File: src/rtl/core/gma_pkg.sv
// Shared constants, register codes and control types for the gated moving average.
package gma_pkg;

	localparam int WINDOW    = 8;
	localparam int LEVEL_W   = 8;
	localparam int PTR_W     = (WINDOW > 1) ? $clog2(WINDOW) : 1;
	localparam int CNT_W     = $clog2(WINDOW + 1);
	localparam int SUM_W     = LEVEL_W + CNT_W;
	localparam int DCNT_W    = $clog2(SUM_W + 1);
	localparam int CFG_IDX_W = 2;

	localparam logic [LEVEL_W-1:0] MAX_LEVEL_RST = LEVEL_W'(210);
	localparam logic [LEVEL_W-1:0] MIN_LEVEL_RST = LEVEL_W'(0);

	localparam logic [CFG_IDX_W-1:0] REG_MAX_LEVEL = CFG_IDX_W'(0);
	localparam logic [CFG_IDX_W-1:0] REG_MIN_LEVEL = CFG_IDX_W'(1);

	typedef struct packed {
		logic load_in;
		logic update;
		logic div_step;
		logic avg_load;
		logic out_load;
	} gma_cmd_t;

	typedef struct packed {
		logic ok;
		logic div_done;
	} gma_stat_t;

endpackage

File: src/rtl/core/gated_moving_average.sv
// Top level of the gated moving average filter.
// Each request carries one 8-bit sample and yields one result: the truncated
// average of the samples held in an 8-entry ring window, whether this sample
// fell inside [min_level, max_level] and entered the window, and whether the
// window is full. A rejected sample changes nothing and repeats the held
// average. An accepted request runs through load, window update, 12 steps
// of the bit-serial divider by the fill count, quotient load and result
// load; a rejected one runs through load, range decision and result load.
// The result sits in an output register, so the next request is taken while
// the previous result still waits. Registers: index 0 is max_level (reset
// 210), index 1 is min_level (reset 0); write them only while the block is idle.
module gated_moving_average (
	input  logic                          clk,
	input  logic                          arst_n,
	input  logic                          cfg_wen,
	input  logic [gma_pkg::CFG_IDX_W-1:0] cfg_index,
	input  logic [gma_pkg::LEVEL_W-1:0]   cfg_data,
	input  logic                          in_valid,
	output logic                          in_stall,
	input  logic [gma_pkg::LEVEL_W-1:0]   sample,
	output logic                          out_valid,
	input  logic                          out_stall,
	output logic [gma_pkg::LEVEL_W-1:0]   average,
	output logic                          accepted,
	output logic                          data_ready
);
	import gma_pkg::*;

	gma_cmd_t  cmd;
	gma_stat_t stat;

	gma_ctrl u_ctrl (
		.clk       (clk),
		.arst_n    (arst_n),
		.in_valid  (in_valid),
		.in_stall  (in_stall),
		.out_valid (out_valid),
		.out_stall (out_stall),
		.stat      (stat),
		.cmd       (cmd)
	);

	gma_datapath u_datapath (
		.clk        (clk),
		.arst_n     (arst_n),
		.cfg_wen    (cfg_wen),
		.cfg_index  (cfg_index),
		.cfg_data   (cfg_data),
		.sample     (sample),
		.cmd        (cmd),
		.stat       (stat),
		.average    (average),
		.accepted   (accepted),
		.data_ready (data_ready)
	);

endmodule

File: src/rtl/core/gma_ctrl.sv
// Controller state machine for the gated moving average.
module gma_ctrl (
	input  logic               clk,
	input  logic               arst_n,
	input  logic               in_valid,
	output logic               in_stall,
	output logic               out_valid,
	input  logic               out_stall,
	input  gma_pkg::gma_stat_t stat,
	output gma_pkg::gma_cmd_t  cmd
);
	import gma_pkg::*;

	typedef enum logic [3:0] {
		S_IDLE   = 4'b0001,
		S_UPDATE = 4'b0010,
		S_DIVIDE = 4'b0100,
		S_DONE   = 4'b1000
	} state_t;

	state_t state_q, state_d;
	logic   out_valid_q;
	logic   slot_free;

	assign slot_free = !out_valid_q || !out_stall;

	always_comb begin
		state_d = state_q;
		cmd     = '0;
		unique case (state_q)
			S_IDLE: begin
				if (in_valid) begin
					cmd.load_in = 1'b1;
					state_d     = S_UPDATE;
				end
			end
			S_UPDATE: begin
				if (stat.ok) begin
					cmd.update = 1'b1;
					state_d    = S_DIVIDE;
				end else begin
					state_d = S_DONE;
				end
			end
			S_DIVIDE: begin
				if (stat.div_done) begin
					cmd.avg_load = 1'b1;
					state_d      = S_DONE;
				end else begin
					cmd.div_step = 1'b1;
				end
			end
			S_DONE: begin
				if (slot_free) begin
					cmd.out_load = 1'b1;
					state_d      = S_IDLE;
				end
			end
			default: state_d = S_IDLE;
		endcase
	end

	always_ff @(posedge clk or negedge arst_n) begin
		if (!arst_n) begin
			state_q     <= S_IDLE;
			out_valid_q <= 1'b0;
		end else begin
			state_q <= state_d;
			if (cmd.out_load) begin
				out_valid_q <= 1'b1;
			end else if (!out_stall) begin
				out_valid_q <= 1'b0;
			end
		end
	end

	assign in_stall  = (state_q != S_IDLE);
	assign out_valid = out_valid_q;

endmodule

File: src/rtl/core/gma_datapath.sv
// Datapath: range gate, ring window, running sum, serial divider and result register.
module gma_datapath (
	input  logic                              clk,
	input  logic                              arst_n,
	input  logic                              cfg_wen,
	input  logic [gma_pkg::CFG_IDX_W-1:0]     cfg_index,
	input  logic [gma_pkg::LEVEL_W-1:0]       cfg_data,
	input  logic [gma_pkg::LEVEL_W-1:0]       sample,
	input  gma_pkg::gma_cmd_t                 cmd,
	output gma_pkg::gma_stat_t                stat,
	output logic [gma_pkg::LEVEL_W-1:0]       average,
	output logic                              accepted,
	output logic                              data_ready
);
	import gma_pkg::*;

	logic [LEVEL_W-1:0] max_q, min_q;
	logic [LEVEL_W-1:0] sample_q;
	logic               ok_q;
	logic [LEVEL_W-1:0] window_q [WINDOW];
	logic [SUM_W-1:0]   sum_q;
	logic [PTR_W-1:0]   ptr_q;
	logic [CNT_W-1:0]   fill_q;
	logic [LEVEL_W-1:0] avg_q;
	logic [CNT_W-1:0]   div_rem_q;
	logic [SUM_W-1:0]   div_quo_q;
	logic [DCNT_W-1:0]  div_cnt_q;
	logic [LEVEL_W-1:0] average_q;
	logic               accepted_q;
	logic               data_ready_q;

	logic [SUM_W-1:0]   sum_next;
	logic [CNT_W:0]     trial;
	logic               trial_ge;
	logic [CNT_W:0]     trial_diff;
	logic               full;

	assign full     = (fill_q == CNT_W'(WINDOW));
	assign sum_next = sum_q + SUM_W'(sample_q) - SUM_W'(window_q[ptr_q]);

	assign trial      = {div_rem_q, div_quo_q[SUM_W-1]};
	assign trial_ge   = (trial >= {1'b0, fill_q});
	assign trial_diff = trial - {1'b0, fill_q};

	always_ff @(posedge clk or negedge arst_n) begin
		if (!arst_n) begin
			max_q <= MAX_LEVEL_RST;
			min_q <= MIN_LEVEL_RST;
		end else if (cfg_wen) begin
			unique case (cfg_index)
				REG_MAX_LEVEL: max_q <= cfg_data;
				REG_MIN_LEVEL: min_q <= cfg_data;
				default: ;
			endcase
		end
	end

	always_ff @(posedge clk) begin
		if (cmd.load_in) begin
			sample_q <= sample;
			ok_q     <= (sample <= max_q) && (sample >= min_q);
		end
	end

	always_ff @(posedge clk or negedge arst_n) begin
		if (!arst_n) begin
			for (int i = 0; i < WINDOW; i++) begin
				window_q[i] <= '0;
			end
			sum_q  <= '0;
			ptr_q  <= '0;
			fill_q <= '0;
			avg_q  <= '0;
		end else begin
			if (cmd.update) begin
				window_q[ptr_q] <= sample_q;
				sum_q           <= sum_next;
				ptr_q           <= (ptr_q == PTR_W'(WINDOW - 1)) ? '0 : ptr_q + 1'b1;
				if (!full) begin
					fill_q <= fill_q + 1'b1;
				end
			end
			if (cmd.avg_load) begin
				avg_q <= div_quo_q[LEVEL_W-1:0];
			end
		end
	end

	always_ff @(posedge clk or negedge arst_n) begin
		if (!arst_n) begin
			div_cnt_q <= '0;
		end else if (cmd.update) begin
			div_cnt_q <= DCNT_W'(SUM_W);
		end else if (cmd.div_step) begin
			div_cnt_q <= div_cnt_q - 1'b1;
		end
	end

	always_ff @(posedge clk) begin
		if (cmd.update) begin
			div_rem_q <= '0;
			div_quo_q <= sum_next;
		end else if (cmd.div_step) begin
			div_rem_q <= trial_ge ? trial_diff[CNT_W-1:0] : trial[CNT_W-1:0];
			div_quo_q <= {div_quo_q[SUM_W-2:0], trial_ge};
		end
	end

	always_ff @(posedge clk or negedge arst_n) begin
		if (!arst_n) begin
			average_q    <= '0;
			accepted_q   <= 1'b0;
			data_ready_q <= 1'b0;
		end else if (cmd.out_load) begin
			average_q    <= avg_q;
			accepted_q   <= ok_q;
			data_ready_q <= full;
		end
	end

	assign stat.ok       = ok_q;
	assign stat.div_done = (div_cnt_q == '0);
	assign average       = average_q;
	assign accepted      = accepted_q;
	assign data_ready    = data_ready_q;

endmodule

File: config.mk
export PLATFORM = sky130hd
export DESIGN_NAME = gated_moving_average
export DESIGN_NICKNAME = d
export VERILOG_FILES = /design/src/rtl/core/gma_pkg.sv /design/src/rtl/core/gated_moving_average.sv /design/src/rtl/core/gma_ctrl.sv /design/src/rtl/core/gma_datapath.sv
export SDC_FILE = /design/constraint.sdc
export NUM_CORES = 1
export LEC_CHECK = 0
export ABC_AREA = 1
export BUFFER_PORTS_ARGS = -buffer_cell sky130_fd_sc_hd__buf_2
export CELL_PAD_IN_SITES_DETAIL_PLACEMENT = 0
export CELL_PAD_IN_SITES_GLOBAL_PLACEMENT = 1
export CORE_AREA = 4 4 133 135
export DETAILED_ROUTE_END_ITERATION = 8
export DIE_AREA = 0 0 137 139
export PLACE_DENSITY = 0.89
export SLEW_MARGIN = 30
export SYNTH_ARGS = -nofsm -noshare
export SYNTH_HDL_FRONTEND = slang
export SYNTH_SLANG_ARGS = --single-unit
File: constraint.sdc
create_clock -name clk -period 3.7 [get_ports clk]
set_input_delay 0.37 -clock clk [delete_from_list [all_inputs] [get_ports clk]]
set_output_delay 0.37 -clock clk [all_outputs]
set_load 0.1 [all_outputs]
==> impl_metrics.json, run 1 <==
{
  "status": "finished with violations",
  "violations": "negative hold slack",
  "crit_path_max_incr_delay_ns": 0.53,
  "yosysMostFrequentCell": "nand2_1",
  "vdd_drop_max_mv": 0.622,
  "end_kind": "flop",
  "grt_pass1_vias": 5551,
  "vias": 5847,
  "antenna_found_initial": 0,
  "finish.utilization_pct": 53.3,
  "drv_slew": 0,
  "crit_fanout": 9,
  "syn2layout_area_growth_pct": 13.2,
  "cts_buffer_depth": 2,
  "rsz0062_at_grt": "false",
  "worst-setup-path-type": "flop to flop",
  "syn-mean-instance-area_um2": 8.91,
  "final_net_count": 983,
  "wire_per_inst_um": 14.4,
  "hold_viol_final": 4,
  "fin_hold_ws_ns": -0.0131,
  "n_antenna_cell": 0,
  "post-route-period-util_pct": 92.8,
  "ys_seq_elements": 151,
  "seqPwrFrac_pct": 30.1,
  "ctsHoldBuffers": 0,
  "powerDensity_nw_per_um2": 932,
  "synthArstFlopShare_pct": 83.4,
  "worstPathArrival_ns": 3.59,
  "crit_path_frequent_cell": "nand2_1",
  "cap_violations": 0,
  "grt_max_degree": 71,
  "wl_met3_um": 742,
  "finClkSkew_ns": 0.0146,
  "final.min_clock_period_ns": 3.43,
  "io_buffers": 34,
  "p_sw_share_pct": 43.1,
  "yosysSeqAreaShare_pct": 49.9,
  "drtAntennaViolNets": 0,
  "dr_wl_met2_um": 7940,
  "synth.top_cells.by_area": "dfrtp_1, nand2_1, edfxtp_1",
  "synthCells": 870,
  "clkPwrFrac_pct": 23.4,
  "leakage_uw": 0.00442,
  "internal_power_uw": 4660,
  "drt_iter0_markers": 480,
  "synth_top_area_share_pct": 39.0,
  "finalWirelength_um": 16600,
  "synth.largest_area_cell": "dfrtp_1",
  "slew_headroom_pct": 47.1,
  "ios": 35,
  "htreeDepth": 4,
  "rows": 47,
  "die_x_um": 137,
  "synth_edf_count": 21,
  "path_cells": "inv_1 -> nand3_1 -> clkinv_1 -> nand2_1 -> nand2_1 -> a21oi_1 -> nand4_1 -> fa_1 -> inv_1 -> ha_1 -> nand2_1 -> inv_1 -> nand2_1 -> nand2_1 -> nor3_1 -> nor2_1 -> nand2_1 -> o21ai_0",
  "start_util_pct": 47.1,
  "post-route-drc-count": 0,
  "grt_pass1_wl_um": 27800,
  "clock_sinks": 151,
  "cts_root_buf": "clkbuf_16",
  "start_kind": "flop",
  "grt.total_usage_pct": 18.4,
  "place.gp.congestion": 0.843,
  "top_layer_used": "met4",
  "clock_latency_ns": 0.43,
  "die_h_um": 139,
  "finalSetupViolCount": 0,
  "worstRegToRegCells": 18,
  "synth_ff_type": "dfrtp_1",
  "setup-tns-final_ns": 0,
  "synth_area_um2": 7750,
  "fill_cells": 1536,
  "overflow": 0,
  "fmax_mhz": 291,
  "synth_common_cells": "nand2_1, inv_1, o21ai_0",
  "synth_nets": 939,
  "die-area_um2": 19000,
  "critical_path_required_ns": 3.86,
  "drive_gt1_share_pct": 12.1,
  "power_switching_uw": 3530,
  "worst_slew_pin_slew_ns": 0.791,
  "first_pass_iters": 5,
  "cts_tree": "yes",
  "numCtsBuffers": 17,
  "yosysUniqueCellTypes": 40,
  "ys_warn_count": 0,
  "design.core.area_um2": 16500,
  "wl_met1_um": 7660,
  "combPwrFrac_pct": 46.5,
  "path_clk_slew_ns": 0.06,
  "dp_hpwl_um": 11900,
  "via_per_inst": 5.10,
  "min_path_type": "primary input to asynchronous set/reset pin",
  "slowest_stage": "fa_1"
}
## repair_timing
| action | 4_1_cts | 5_1_grt |
|---|---|---|
| setup buffers | 0 | 3 |
| resized for setup | 0 | 2 |
| endpoints found under the setup margin | 0 | 4 |
## registers in the layout (all words and copies together), names as in the netlist, 3 cells and up
name                  cells
u_datapath.sample_q       8
u_datapath.div_rem_q      4
u_datapath.min_q          8
u_datapath.max_q          8
u_ctrl.state_q            4
u_datapath.sum_q         12
u_datapath.average        8
u_datapath.ptr_q          3
u_datapath.div_cnt_q      4
u_datapath.fill_q         4
u_datapath.div_quo_q     12
u_datapath.window_q      64
u_datapath.avg_q          8
## worst paths after layout
path | from | endpoint | slack [ns]
max | u_datapath.ptr_q[0] | u_datapath.div_quo_q[5] | 0.27
min | arst_n | u_datapath.min_q[6] | -0.01
max reg2reg | u_datapath.ptr_q[0] | u_datapath.div_quo_q[5] | 0.27
min reg2reg | u_datapath.min_q[4] | u_datapath.min_q[4] | 0.48
max in group asynchronous | arst_n | u_ctrl.state_q[0] | 2.87
min in group clk | sample[0] | u_datapath.sample_q[0] | 0.15
## through the flow
| step | power, µW | cells | worst slack (ns) | hold slack (ns) | instance area [µm²] |
|---|---|---|---|---|---|
| floorplan | 5370 | 870 | 0.774 | 0.0744 | 7750 |
| global placement | 6200 | 1112 | 0.268 | 0.464 | 8090 |
| detailed placement | 6240 | 1112 | 0.232 | 0.471 | 8090 |
| CTS | 8180 | 1144 | 0.216 | 0.0161 | 8750 |
| global route | 8870 | 1147 | 0.00554 | 0.0345 | 8780 |
| finish | 8180 | 1147 | 0.268 | -0.0131 | 8780 |
## worst max-delay path: cells and delay by family (launching register included)
kind                       cells  cell delay [ns]
and+or+nand+nor               10             1.12
buffers and inverters          4             0.48
DFF                            1             0.48
adders and majority gates      2             0.88
AOI/OAI and AO/OA              2             0.19
## routing by layer
metal  track usage, %  vias up
met3             4.10       14
met1             25.8     2774
met5                0        -
met2             28.9      142
met4             4.73        0
li1                 -     2917
## cell usage in the layout, fill, tap and decap left out, types with 3 or more instances in the layout
master | synthesis | layout
clkinv_1 | 4 | 3
clkbuf_1 | 3 | 4
clkbuf_16 | 0 | 18
nor2_1 | 35 | 35
nand2_1 | 223 | 223
o2bb2ai_1 | 3 | 3
xor2_1 | 5 | 5
nand2_2 | 5 | 5
o21ai_2 | 4 | 4
buf_2 | 3 | 33
nand2_4 | 6 | 6
fa_1 | 9 | 9
buf_4 | 0 | 8
mux2_2 | 8 | 8
nor2_8 | 3 | 3
nand4_1 | 14 | 14
nand3_2 | 3 | 3
edfxtp_1 | 21 | 21
inv_1 | 129 | 129
dfrtp_1 | 121 | 121
nor3_1 | 3 | 3
o21ai_0 | 125 | 125
o22ai_1 | 4 | 4
dfstp_2 | 5 | 5
dfxtp_1 | 4 | 4
a21oi_1 | 21 | 20
a22oi_1 | 5 | 5
ha_1 | 37 | 37
nand3b_1 | 3 | 3
nand3_1 | 43 | 43
clkbuf_8 | 0 | 4
bufinv_16 | 0 | 4
## kinds of logic (layout without fill, tap and decap cells)
group           after synthesis  in the layout  share of synthesized area (%)
simple gates                342            342                           19.9
compound gates              165            165                           11.3
buf+inv                     152            209                           8.71
flops                       151            151                           49.9
fa+ha+maj                    46             46                           8.29
mux                           8              8                           1.16
xor+xnor                      6              6                          0.678
## power groups by stage
stage	sequential (µW)	clock, µW	combinational (µW)
after global routing	2520	2020	4330
after CTS	2470	1930	3780
final	2460	1910	3810
after global placement	2470	0	3730
after detailed placement	2490	0	3750
after floorplan	2770	0	2600
## cell type report
cell class | count | area (µm²) | area share (%)
clock buffers | 26 | 520 | 5.93
repair buffers | 42 | 245 | 2.79
clock inverters | 6 | 134 | 1.53
well taps | 220 | 275 | 3.14
inverters | 135 | 518 | 5.90
flip-flops and latches | 151 | 3870 | 44.1
multi-input cells | 567 | 3210 | 36.6
Power figures use the tool's default switching activity.
==> run 2: changes to the inputs <==
--- a/config.mk
+++ b/config.mk
@@ -12,7 +12,9 @@
 export CORE_AREA = 4 4 133 135
 export DETAILED_ROUTE_END_ITERATION = 8
 export DIE_AREA = 0 0 137 139
+export MAX_ROUTING_LAYER = met4
 export PLACE_DENSITY = 0.89
+export RECOVER_POWER = 100
 export SLEW_MARGIN = 30
 export SYNTH_ARGS = -nofsm -noshare
 export SYNTH_HDL_FRONTEND = slang
==> run 2 against run 1 <==
The flow finishes with violations (max-capacitance violations, max-slew violations). Non-clock buffer count is 1 lower. Utilization is 0.96 points lower. First-iteration DRC count is 0.42% lower. Fmax is 1.4% higher. Sequential share of layout area is 0.81 points higher. Critical path depth stayed put. Die area stayed put. Count of clock-buffer cells in the layout stayed put. Via count is 0.22% lower. Clock power hardly changed. Combinational power is 3% lower. Worst setup slack better by 0.047 ns. Critical path type unchanged. Largest cell class unchanged. Largest power group unchanged.
==> impl_metrics.json, run 2 (same netlist as run 1, synthesis figures left out) <==
{
  "first_pass_iters": 6,
  "cap_violations": 1,
  "die_x_um": 137,
  "layoutNonFillerInstCount": 1146,
  "top_register": "u_datapath.window_q",
  "clock_sinks": 151,
  "critical_path_required_ns": 3.87,
  "violations": "max-capacitance violations, max-slew violations",
  "drive_gt1_share_pct": 7.67,
  "placedInstanceArea_um2": 8090,
  "vdd_drop_max_mv": 0.613,
  "crit_fanout": 9,
  "powerDensity_nw_per_um2": 936,
  "fmax_mhz": 295,
  "finClkSkew_ns": 0.00731,
  "reg_top3": "u_datapath.window_q: 64 flops, u_datapath.div_quo_q: 12 flops, u_datapath.sum_q: 12 flops",
  "path_clk_slew_ns": 0.06,
  "top_layer_used": "met4",
  "fin_hold_ws_ns": 0.177,
  "drtAntennaViolNets": 0,
  "worst_slew_pin_slew_ns": 3.05,
  "final_common_cell": "nand2_1",
  "numCtsBuffers": 17,
  "setup-tns-final_ns": 0,
  "grt_max_degree": 71,
  "cts_tree": "yes",
  "fill_cells": 1569,
  "clock_latency_ns": 0.42,
  "final_cell_mix": "nand2_1, inv_1, o21ai_0",
  "largest_reg_flops": 64,
  "post-route-drc-count": 0,
  "antenna_found_initial": 0,
  "n_antenna_cell": 0,
  "grt_pass1_wl_um": 27800,
  "start_kind": "flop",
  "final_net_count": 982,
  "die_h_um": 139,
  "drt_iter0_markers": 478,
  "rsz0062_at_grt": "false",
  "htreeDepth": 4,
  "finalWirelength_um": 16500,
  "place.gp.congestion": 0.856,
  "start_util_pct": 47.1,
  "hold_viol_final": 0,
  "io_buffers": 34,
  "dr_wl_met2_um": 7870,
  "min_path_type": "primary input to flop",
  "drv_slew": 57,
  "cts_buffer_depth": 2,
  "worst-setup-path-type": "flop to flop",
  "die-area_um2": 19000,
  "worstPathArrival_ns": 3.56,
  "dp_cells": 1112,
  "vias": 5834,
  "finalSetupViolCount": 0,
  "rows": 47,
  "leakage_uw": 0.00418,
  "overflow": 0,
  "end_kind": "flop",
  "ctsHoldBuffers": 0,
  "ios": 35,
  "totalPowerFinal_uw": 8070,
  "grt.total_usage_pct": 18.9,
  "syn2layout_area_growth_pct": 11.1,
  "dp_hpwl_um": 11900,
  "slew_headroom_pct": -103,
  "final.min_clock_period_ns": 3.39,
  "cts_root_buf": "clkbuf_16",
  "wire_per_inst_um": 14.4,
  "wl_met1_um": 7720,
  "status": "finished with violations",
  "design.core.area_um2": 16500,
  "wl_met3_um": 731,
  "via_per_inst": 5.09,
  "final_cell_area_um2": 8620,
  "post-route-period-util_pct": 91.5,
  "grt_pass1_vias": 5560
}
run 2: worst paths after layout:
check,start,endpoint,slack [ns],cells after the start
max,u_datapath.ptr_q[0],u_datapath.div_quo_q[9],0.31,18
max in group asynchronous,arst_n,u_datapath.window_q[23],1.03,1
min reg2reg,u_datapath.min_q[4],u_datapath.min_q[4],0.48,2
min in group asynchronous,arst_n,u_datapath.min_q[6],0.93,1
max reg2reg,u_datapath.ptr_q[0],u_datapath.div_quo_q[9],0.31,18
min,cfg_data[7],u_datapath.max_q[7],0.18,3
run 2: per-stage QoR:
stage	worst slack (ns)	util [%]
2_1_floorplan	0.774	-
3_3_place_gp	0.268	49.1
3_5_place_dp	0.232	49.1
4_1_cts	0.216	53.1
5_1_grt	0.0448	52.3
6_report	0.315	52.3
run 2: power breakdown:
| group | total, µW | internal (µW) | switching [µW] |
|---|---|---|---|
| clock | 1910 | 1240 | 663 |
| combinational | 3690 | 1170 | 2530 |
| sequential | 2460 | 2200 | 265 |
| total | 8070 | 4610 | 3460 |
run 2: final cells by class:
class                           instances  area, µm²  area share (%)
Sequential cell                       151       3870            44.9
Multi-Input combinational cell        567       3090            35.8
Clock buffer                           26        520            6.04
Inverter                              135        518            6.01
Tap cell                              220        275            3.19
Timing Repair Buffer                   41        214            2.48
Clock inverter                          6        134            1.55
run 2: timing repair:
action | CTS | global route
buffers inserted | 0 | 2
gates resized for setup | 0 | 2
setup endpoints to repair | 0 | 4
run 2: routing by layer:
metal / vias to the layer above / track usage, %
li1: 2915 / -
met1: 2775 / 25.9
met2: 129 / 28.9
met3: 15 / 3.88
met4: 0 / 4.88
met5: - / -
run 2: worst max-delay path, stage by stage, from the launching register on:
cell and delay [ns]:
dfrtp_1 0.48, inv_1 0.13, nand3_1 0.09, clkinv_1 0.24, nand2_1 0.15, nand2_1 0.05, a21oi_1 0.12, nand4_1 0.19
fa_1 0.52, inv_1 0.04, ha_1 0.35, nand2_1 0.16, inv_1 0.05, nand2_1 0.06, nand2_1 0.08, nand2_1 0.12
nand4_1 0.10, nand3_1 0.15, nand2_1 0.06
==> run 3: changes to the inputs <==
--- a/config.mk
+++ b/config.mk
@@ -15,6 +15,7 @@
 export MAX_ROUTING_LAYER = met4
 export PLACE_DENSITY = 0.89
 export RECOVER_POWER = 100
+export SETUP_SLACK_MARGIN = 0.5
 export SLEW_MARGIN = 30
 export SYNTH_ARGS = -nofsm -noshare
 export SYNTH_HDL_FRONTEND = slang
==> run 3 against run 2 <==
The run ends with negative hold slack, max-capacitance violations, max-slew violations left. Clock power is essentially flat. Sequential power is essentially flat. Register-to-register slack gained 0.06 ns. Utilization grew 1.6 points. Sequential cell count is the same. Via count grew 1.9%. Largest power group unchanged.
==> impl_metrics.json, run 3 (same netlist as run 1, synthesis figures left out) <==
{
  "start_kind": "flop",
  "dp_hpwl_um": 11900,
  "hold_viol_final": 4,
  "numCtsBuffers": 17,
  "wire_per_inst_um": 14.9,
  "grt_pass1_vias": 5617,
  "post-route-period-util_pct": 89.8,
  "syn2layout_area_growth_pct": 14.6,
  "fill_cells": 1537,
  "die_h_um": 139,
  "status": "finished with violations",
  "grt.total_usage_pct": 19.0,
  "drt_iter0_markers": 398,
  "cts_tree": "yes",
  "finalWirelength_um": 17200,
  "drive_gt1_share_pct": 13.0,
  "min_path_type": "primary input to asynchronous set/reset pin",
  "place.gp.congestion": 0.856,
  "critPathLaunch": "u_datapath.ptr_q[1]",
  "antenna_found_initial": 0,
  "path_clk_slew_ns": 0.06,
  "htreeDepth": 4,
  "powerDensity_nw_per_um2": 999,
  "ios": 35,
  "start_util_pct": 47.1,
  "violations": "negative hold slack, max-capacitance violations, max-slew violations",
  "top_register": "u_datapath.window_q",
  "setup-tns-final_ns": 0,
  "design.core.area_um2": 16500,
  "die-area_um2": 19000,
  "first_pass_iters": 5,
  "drv_slew": 71,
  "drtAntennaViolNets": 0,
  "final_common_cell": "nand2_1",
  "worst_slew_pin_slew_ns": 1.74,
  "leakage_uw": 0.00427,
  "largest_reg_flops": 64,
  "critical_path_required_ns": 3.83,
  "vias": 5943,
  "reg_top3": "u_datapath.window_q: 64 flops, u_datapath.div_quo_q: 12 flops, u_datapath.sum_q: 12 flops",
  "cts_root_buf": "clkbuf_16",
  "totalPowerFinal_uw": 8870,
  "clock_sinks": 151,
  "grt_max_degree": 71,
  "end_kind": "flop",
  "fmax_mhz": 301,
  "fin_hold_ws_ns": -0.0116,
  "n_antenna_cell": 0,
  "ctsHoldBuffers": 0,
  "die_x_um": 137,
  "clock_latency_ns": 0.42,
  "final_net_count": 993,
  "final.min_clock_period_ns": 3.32,
  "worst-setup-path-type": "flop to flop",
  "via_per_inst": 5.14,
  "worstPathArrival_ns": 3.45,
  "crit_fanout": 6,
  "rows": 47,
  "cap_violations": 1,
  "rsz0062_at_grt": "true",
  "cts_buffer_depth": 2,
  "overflow": 0,
  "grt_pass1_wl_um": 28000,
  "post-route-drc-count": 0,
  "finClkSkew_ns": 0.00913,
  "io_buffers": 34,
  "r2r_start": "u_datapath.ptr_q[1]",
  "final_cell_mix": "nand2_1, inv_1, o21ai_0",
  "vdd_drop_max_mv": 0.651,
  "slew_headroom_pct": -15.9,
  "finalSetupViolCount": 0
}
-- run 3: stage by stage --
stage	util [%]	cell area [µm²]	hold slack (ns)	setup WS, ns	instances
after floorplan	-	7750	0.0744	0.774	870
after global placement	49.1	8090	0.464	0.268	1112
after detailed placement	49.1	8090	0.471	0.232	1112
after CTS	53.4	8800	0.0161	0.513	1148
after global routing	54.0	8880	0.0278	0.188	1157
final	54.0	8880	-0.0116	0.378	1157
-- run 3: final cells by class --
class / count / area (µm²) / area share, %
well taps: 220 / 275 / 3.10
flip-flops and latches: 151 / 3870 / 43.6
multi-input cells: 567 / 3280 / 36.9
clock buffers: 26 / 520 / 5.86
clock inverters: 6 / 134 / 1.51
inverters: 135 / 517 / 5.82
repair buffers: 52 / 289 / 3.25
-- run 3: critical path, cell delays in order, from the launching register on --
cell       delay, ns
dfrtp_1         0.42
inv_1           0.17
nand3_1         0.25
clkbuf_1        0.20
o2bb2ai_1       0.08
nor2_1          0.13
nand4_1         0.16
fa_1            0.45
inv_1           0.07
ha_2            0.32
nand2_2         0.13
nand2_1         0.08
nand2_1         0.07
nand2_1         0.09
nor3_1          0.15
nor2_1          0.06
nand2_1         0.11
o21ai_0         0.09
-- run 3: path summary, 6_finish.rpt --
path                                           endpoint  slack, ns  depth (start not counted)
worst max-delay path            u_datapath.div_quo_q[5]       0.38                         17
worst min-delay path                u_datapath.min_q[6]      -0.01                          1
worst max register to register  u_datapath.div_quo_q[5]       0.38                         17
worst min register to register      u_datapath.min_q[4]       0.48                          2
max in group asynchronous           u_datapath.avg_q[5]       1.56                          2
min in group clk                    u_datapath.max_q[7]       0.18                          3
-- run 3: repair_timing --
item,in CTS,in global routing
endpoints found under the setup margin,16,17
gates resized for setup,11,49
pin swaps,2,18
setup buffers,4,9
-- run 3: power breakdown --
group | internal [µW] | switching [µW] | total [µW]
combinational | 1570 | 2930 | 4500
clock | 1240 | 662 | 1910
sequential | 2200 | 270 | 2470
total | 5020 | 3860 | 8870
-- run 3: per-layer routing --
metal | routed length [µm] | global-route usage [%]
met5 | 0 | -
met1 | 7830 | 26.0
met3 | 743 | 3.88
met2 | 8380 | 29.2
met4 | 279 | 4.88
